### src/design/rbhq_pkg.sv
// types and constants of the retry-first bounded hash queue
package rbhq_pkg;

  // widths fixed by the port payload
  localparam int HASH_W    = 64;
  localparam int FUNC_W    = 2;
  localparam int LIMIT_W   = 9;
  localparam int CNT_OUT_W = 9;

  localparam logic [LIMIT_W-1:0] LIMIT_RESET = 9'd256;

  // function codes on the input beat
  localparam logic [FUNC_W-1:0] FUNC_PUSH_INC = 2'd0;
  localparam logic [FUNC_W-1:0] FUNC_PUSH_RET = 2'd1;
  localparam logic [FUNC_W-1:0] FUNC_POP      = 2'd2;

  // decoded operation
  typedef enum logic [1:0] {
    OP_PUSH_INC,
    OP_PUSH_RET,
    OP_POP,
    OP_NOP
  } op_e;

  // back end sequencer states
  typedef enum logic [1:0] {
    B_IDLE,
    B_EXEC,
    B_TRIM
  } bstate_e;

  typedef struct packed {
    logic [FUNC_W-1:0] func;
    logic [HASH_W-1:0] hash_value;
  } in_t;

  typedef struct packed {
    logic [HASH_W-1:0]    popped_hash;
    logic                 popped_valid;
    logic                 empty_error;
    logic [CNT_OUT_W-1:0] dropped_count;
    logic [CNT_OUT_W-1:0] total_count;
  } res_t;

  typedef struct packed {
    op_e               op;
    logic [HASH_W-1:0] hash;
  } cmd_t;

  // handshake from front to back
  typedef struct packed {
    logic valid;
    cmd_t cmd;
  } cmd_chan_t;

endpackage

### src/design/rbhq_front.sv
// front end: accepts beats, decodes the function code, holds a two-entry command queue
module rbhq_front (
  input  logic                clk_i,
  input  logic                rst_ni,
  input  logic                start,
  output logic                busy,
  input  rbhq_pkg::in_t       item_i,
  input  logic                cmd_pop_i,
  output rbhq_pkg::cmd_chan_t cmd_o
);

  localparam logic [1:0] QDEPTH = 2'd2;

  rbhq_pkg::cmd_t q_mem [2];
  logic           wr_ptr_q, wr_ptr_d;
  logic           rd_ptr_q, rd_ptr_d;
  logic [1:0]     cnt_q, cnt_d;
  logic           accept;
  logic           pop;
  rbhq_pkg::cmd_t dec;

  // decode the function code
  always_comb begin
    dec.hash = item_i.hash_value;
    case (item_i.func)
      rbhq_pkg::FUNC_PUSH_INC: dec.op = rbhq_pkg::OP_PUSH_INC;
      rbhq_pkg::FUNC_PUSH_RET: dec.op = rbhq_pkg::OP_PUSH_RET;
      rbhq_pkg::FUNC_POP:      dec.op = rbhq_pkg::OP_POP;
      default:                 dec.op = rbhq_pkg::OP_NOP;
    endcase
  end

  // queue control
  assign busy   = (cnt_q == QDEPTH);
  assign accept = start & ~busy;
  assign pop    = cmd_pop_i & (cnt_q != 2'd0);

  always_comb begin
    wr_ptr_d = accept ? ~wr_ptr_q : wr_ptr_q;
    rd_ptr_d = pop ? ~rd_ptr_q : rd_ptr_q;
    cnt_d    = cnt_q + 2'(accept) - 2'(pop);
  end

  always_ff @(posedge clk_i or negedge rst_ni) begin
    if (!rst_ni) begin
      wr_ptr_q <= 1'b0;
      rd_ptr_q <= 1'b0;
      cnt_q    <= 2'd0;
    end else begin
      wr_ptr_q <= wr_ptr_d;
      rd_ptr_q <= rd_ptr_d;
      cnt_q    <= cnt_d;
    end
  end

  // queue storage
  always_ff @(posedge clk_i) begin
    if (accept) begin
      q_mem[wr_ptr_q] <= dec;
    end
  end

  assign cmd_o.valid = (cnt_q != 2'd0);
  assign cmd_o.cmd   = q_mem[rd_ptr_q];

endmodule

### config.mk
export PLATFORM = sky130hd
export DESIGN_NAME = rbhq_front
export DESIGN_NICKNAME = d
export VERILOG_FILES = /design/src/design/rbhq_pkg.sv /design/src/design/rbhq_front.sv
export SDC_FILE = /design/constraint.sdc
export NUM_CORES = 1
export LEC_CHECK = 0
export BUFFER_PORTS_ARGS = -buffer_cell sky130_fd_sc_hd__buf_4
export CAP_MARGIN = 30
export CORE_MARGIN = 2
export CORE_UTILIZATION = 35
export CTS_BUF_LIST = sky130_fd_sc_hd__clkbuf_8 sky130_fd_sc_hd__clkbuf_16
export CTS_CLUSTER_DIAMETER = 30
export DETAILED_ROUTE_END_ITERATION = 12
export PLACE_DENSITY = 0.56
export SYNTH_ARGS = -nofsm -noshare
export SYNTH_HDL_FRONTEND = slang
export SYNTH_SLANG_ARGS = --single-unit
### constraint.sdc
create_clock -name clk_i -period 7.4 [get_ports clk_i]
set_clock_uncertainty 0.05 [all_clocks]
set_input_delay 1.48 -clock clk_i [delete_from_list [all_inputs] [get_ports clk_i]]
set_output_delay 1.48 -clock clk_i [all_outputs]
set_load 0.02 [all_outputs]
==> impl_metrics.xml <==
<?xml version="1.0" encoding="UTF-8"?>
<metrics>
  <group name="placement">
    <metric name="numPortBuffers" unit="">137</metric>
    <metric name="post_dp_cell_area" unit="um^2">6320</metric>
    <metric name="place_hpwl" unit="mm">5.67</metric>
    <metric name="gp_congestion" unit="">0.713</metric>
  </group>
  <group name="setup_path">
    <metric name="crit_type" unit="">flip-flop to primary output</metric>
    <metric name="worst-path-max-fanout" unit="">36</metric>
    <metric name="worstSetupStartpointType" unit="">flip-flop</metric>
    <metric name="r2r_start" unit="">cnt_q[1]$_DFF_PN0_</metric>
    <metric name="worst_ep_arrival_time" unit="ns">2.11</metric>
    <metric name="critPathCaptureType" unit="">primary output</metric>
    <metric name="worstReg2RegEnd" unit="">q_mem[0][63]$_DFFE_PP_</metric>
    <metric name="worstRegToRegCells" unit="">4</metric>
    <metric name="r2r_setup_slack" unit="ns">4.95</metric>
    <metric name="timing.critical_path.required" unit="ns">5.87</metric>
    <metric name="startpoint" unit="">rd_ptr_q$_DFFE_PN0P_</metric>
  </group>
  <group name="clock_tree">
    <metric name="cts_root_buf" unit="">sky130_fd_sc_hd__clkbuf_16</metric>
    <metric name="clk_pin_slew_worst_paths" unit="ns">0.05</metric>
    <metric name="cts.sink_count" unit="">136</metric>
    <metric name="holdBufCountCts" unit="">0</metric>
    <metric name="tritoncts" unit="">yes</metric>
    <metric name="post_cts_resized" unit="">0</metric>
    <metric name="clock_insertion_delay_worst_skew" unit="ns">0.41</metric>
    <metric name="cts-buffers-inserted" unit="">17</metric>
    <metric name="h-tree-depth" unit="">4</metric>
    <metric name="post-cts-setup-buffers" unit="">0</metric>
    <metric name="cts-root-to-sink-buffers" unit="">2</metric>
  </group>
  <group name="drt">
    <metric name="final_antenna_net_count" unit="">0</metric>
    <metric name="postRouteWirelength" unit="mm">8.90</metric>
    <metric name="detail_route.iter0.violations" unit="">78</metric>
    <metric name="post_drt_wl_per_cell" unit="um">15.6</metric>
    <metric name="drt_pass1_iterations" unit="">4</metric>
    <metric name="drc_errors" unit="">0</metric>
    <metric name="drt_via_density" unit="">4.49</metric>
    <metric name="vias" unit="">2563</metric>
  </group>
  <group name="outcome">
    <metric name="status" unit="">finished clean</metric>
  </group>
  <group name="hold_path">
    <metric name="hold_path_end" unit="">cnt_q[1]$_DFF_PN0_</metric>
    <metric name="hold_path_depth" unit="">1</metric>
    <metric name="min_from" unit="">cnt_q[1]$_DFF_PN0_</metric>
    <metric name="hold_path_class" unit="">flip-flop to flip-flop</metric>
  </group>
  <group name="final_layout">
    <metric name="area_delta_synth_final" unit="%">37.3</metric>
    <metric name="antenna-diode-count" unit="">0</metric>
    <metric name="postLayoutCoreUtil" unit="">0.486</metric>
    <metric name="num-nets-final" unit="">446</metric>
    <metric name="share_of_layout_cells_above_drive_strength_1" unit="">0.610</metric>
    <metric name="area_of_the_multi_input_gates" unit="um^2">961</metric>
    <metric name="finalInstanceArea" unit="um^2">6980</metric>
    <metric name="n_fill_cell" unit="">1200</metric>
    <metric name="sequential_cell_area" unit="um^2">4070</metric>
  </group>
  <group name="die">
    <metric name="rows" unit="">44</metric>
    <metric name="initial_utilization" unit="">0.354</metric>
    <metric name="die-width" unit="um">125</metric>
    <metric name="top_level_ports" unit="">138</metric>
    <metric name="core_area" unit="um^2">14400</metric>
    <metric name="fp.dieH" unit="um">125</metric>
    <metric name="fp.dieArea" unit="um^2">15500</metric>
  </group>
  <group name="logic_synthesis">
    <metric name="ys_seq_elements" unit="">136</metric>
    <metric name="netlist-cell-type-count" unit="">18</metric>
    <metric name="yosysWarnings" unit="">0</metric>
    <metric name="synth.top_cell.area_share" unit="">0.780</metric>
    <metric name="synth_fp_nets" unit="">297</metric>
    <metric name="mappedNetlistArea" unit="um^2">5080</metric>
    <metric name="synthCells" unit="">225</metric>
    <metric name="cell_accounting_for_the_most_synthesized_area" unit="">sky130_fd_sc_hd__edfxtp_1</metric>
    <metric name="synth.avg_cell_area" unit="um^2">22.6</metric>
    <metric name="fraction_of_the_yosys_area_taken_by_sequential_cells" unit="">0.799</metric>
    <metric name="yosys-top-cells-area" unit="">sky130_fd_sc_hd__edfxtp_1 (78%), sky130_fd_sc_hd__mux2_4 (8.9%), sky130_fd_sc_hd__mux2_2 (8.0%), sky130_fd_sc_hd__dfrtp_1 (2.0%), sky130_fd_sc_hd__buf_6 (0.66%)</metric>
  </group>
  <group name="sta">
    <metric name="timing_max_transition_violations_final" unit="">0</metric>
    <metric name="finalHoldViolCount" unit="">0</metric>
    <metric name="timing.final.setup_violations" unit="">0</metric>
    <metric name="grt_setup_unrepaired" unit="">no</metric>
    <metric name="worst_hold_slack" unit="ns">0.454</metric>
    <metric name="highest_clock_frequency_the_design_can_meet" unit="MHz">274</metric>
    <metric name="slew_headroom" unit="">0.363</metric>
    <metric name="final.min_clock_period" unit="ns">3.64</metric>
    <metric name="setup_tns" unit="ns">0</metric>
    <metric name="finalCritPeriodShare" unit="">0.492</metric>
    <metric name="worst-slew-pin-transition" unit="ns">0.953</metric>
  </group>
  <group name="power_and_ir_drop">
    <metric name="leakagePower" unit="nW">2.70</metric>
    <metric name="finalPower" unit="mW">3.04</metric>
    <metric name="irDropWorstVdd" unit="V">0.000314</metric>
    <metric name="power.density_cell_area" unit="nW/um^2">435</metric>
  </group>
  <group name="global_route">
    <metric name="grt-ovfl-total" unit="">0</metric>
    <metric name="via_count_of_the_first_global_routing_pass" unit="">2640</metric>
    <metric name="grt_overall_usage" unit="">0.116</metric>
    <metric name="grt_pass1_wl" unit="mm">13.4</metric>
    <metric name="grt_start_max_net_pins" unit="">67</metric>
    <metric name="antenna_found_initial" unit="">0</metric>
  </group>
  <group name="flow_run">
    <metric name="maximum_capacitance_violations" unit="">0</metric>
  </group>
</metrics>
-- per-layer routing --
| metal | up-vias | global-route usage | wire, um |
|---|---|---|---|
| met3 | 13 | 0.0567 | 649 |
| met4 | 0 | 0.0595 | 180 |
| met5 | - | 0 | 0 |
| li1 | 1182 | - | - |
| met2 | 96 | 0.178 | 4320 |
| met1 | 1272 | 0.136 | 3740 |
-- synth_stat cells (all sizes together) --
library cell  count
clkbuf            2
or2               1
dfrtp             4
buf               7
inv               2
edfxtp          132
nand2             1
and2              1
xor2              1
nor2              1
ha                2
xnor2             3
mux2             66
and3              1
nand2b            1
-- area by class of cell --
| class | count | area share |
|---|---|---|
| inverter | 2 | 0.00108 |
| sequential | 136 | 0.583 |
| multi-input combinational | 78 | 0.138 |
| clock inverter | 15 | 0.0333 |
| clock buffer | 17 | 0.0609 |
| timing repair buffer | 139 | 0.151 |
| tap | 184 | 0.0330 |
-- sequential cells by signal, indices dropped and copies added (netlist names) --
signal    count
cnt_q         2
q_mem       132
rd_ptr_q      1
wr_ptr_q      1
-- through the flow --
step | instances | setup WS, ns
3_5_place_dp | 539 | 3.88
5_1_grt | 571 | 3.64
2_1_floorplan | 225 | 2.53
3_3_place_gp | 538 | 3.91
4_1_cts | 571 | 3.70
6_report | 571 | 3.76
-- kinds of logic after synthesis --
family	after synthesis	synth area share
flops	136	0.799
mux	66	0.168
buf+inv	11	0.0140
simple gates	6	0.00640
xor+xnor	4	0.00689
fa+ha+maj	2	0.00492
-- report_power, final --
part	switching, mW	total [mW]	internal, mW
clock	0.300	0.926	0.626
sequential	0.0850	1.14	1.06
combinational	0.497	0.970	0.473
total	0.881	3.04	2.16
-- worst max-delay path by stage --
stage | cells after the start | end
after floorplan | 2 | q_mem[0][0]$_DFFE_PP_
after global placement | 4 | q_mem[0][39]$_DFFE_PP_
after detailed placement | 4 | q_mem[0][43]$_DFFE_PP_
after CTS | 3 | cmd_o[5]
after global routing | 3 | cmd_o[5]
final | 3 | cmd_o[5]
-- placed cells by master (no fill, tap or decap), drive strengths merged --
master      n
dfrtp       4
xnor2       3
bufinv      6
clkinvlp    2
and3        1
edfxtp    132
nor2        1
inv         3
mux2       66
xor2        1
nand2b      1
nand2       1
clkinv      6
clkbuf     17
or2         1
buf       139
and2        1
ha          2
-- worst max-delay path: stages (launching register included) --
cell,delay [ns]
sky130_fd_sc_hd__dfrtp_4,0.79
sky130_fd_sc_hd__buf_12,0.31
sky130_fd_sc_hd__mux2_2,0.40
sky130_fd_sc_hd__buf_4,0.16
Power figures use the tool's default switching activity.
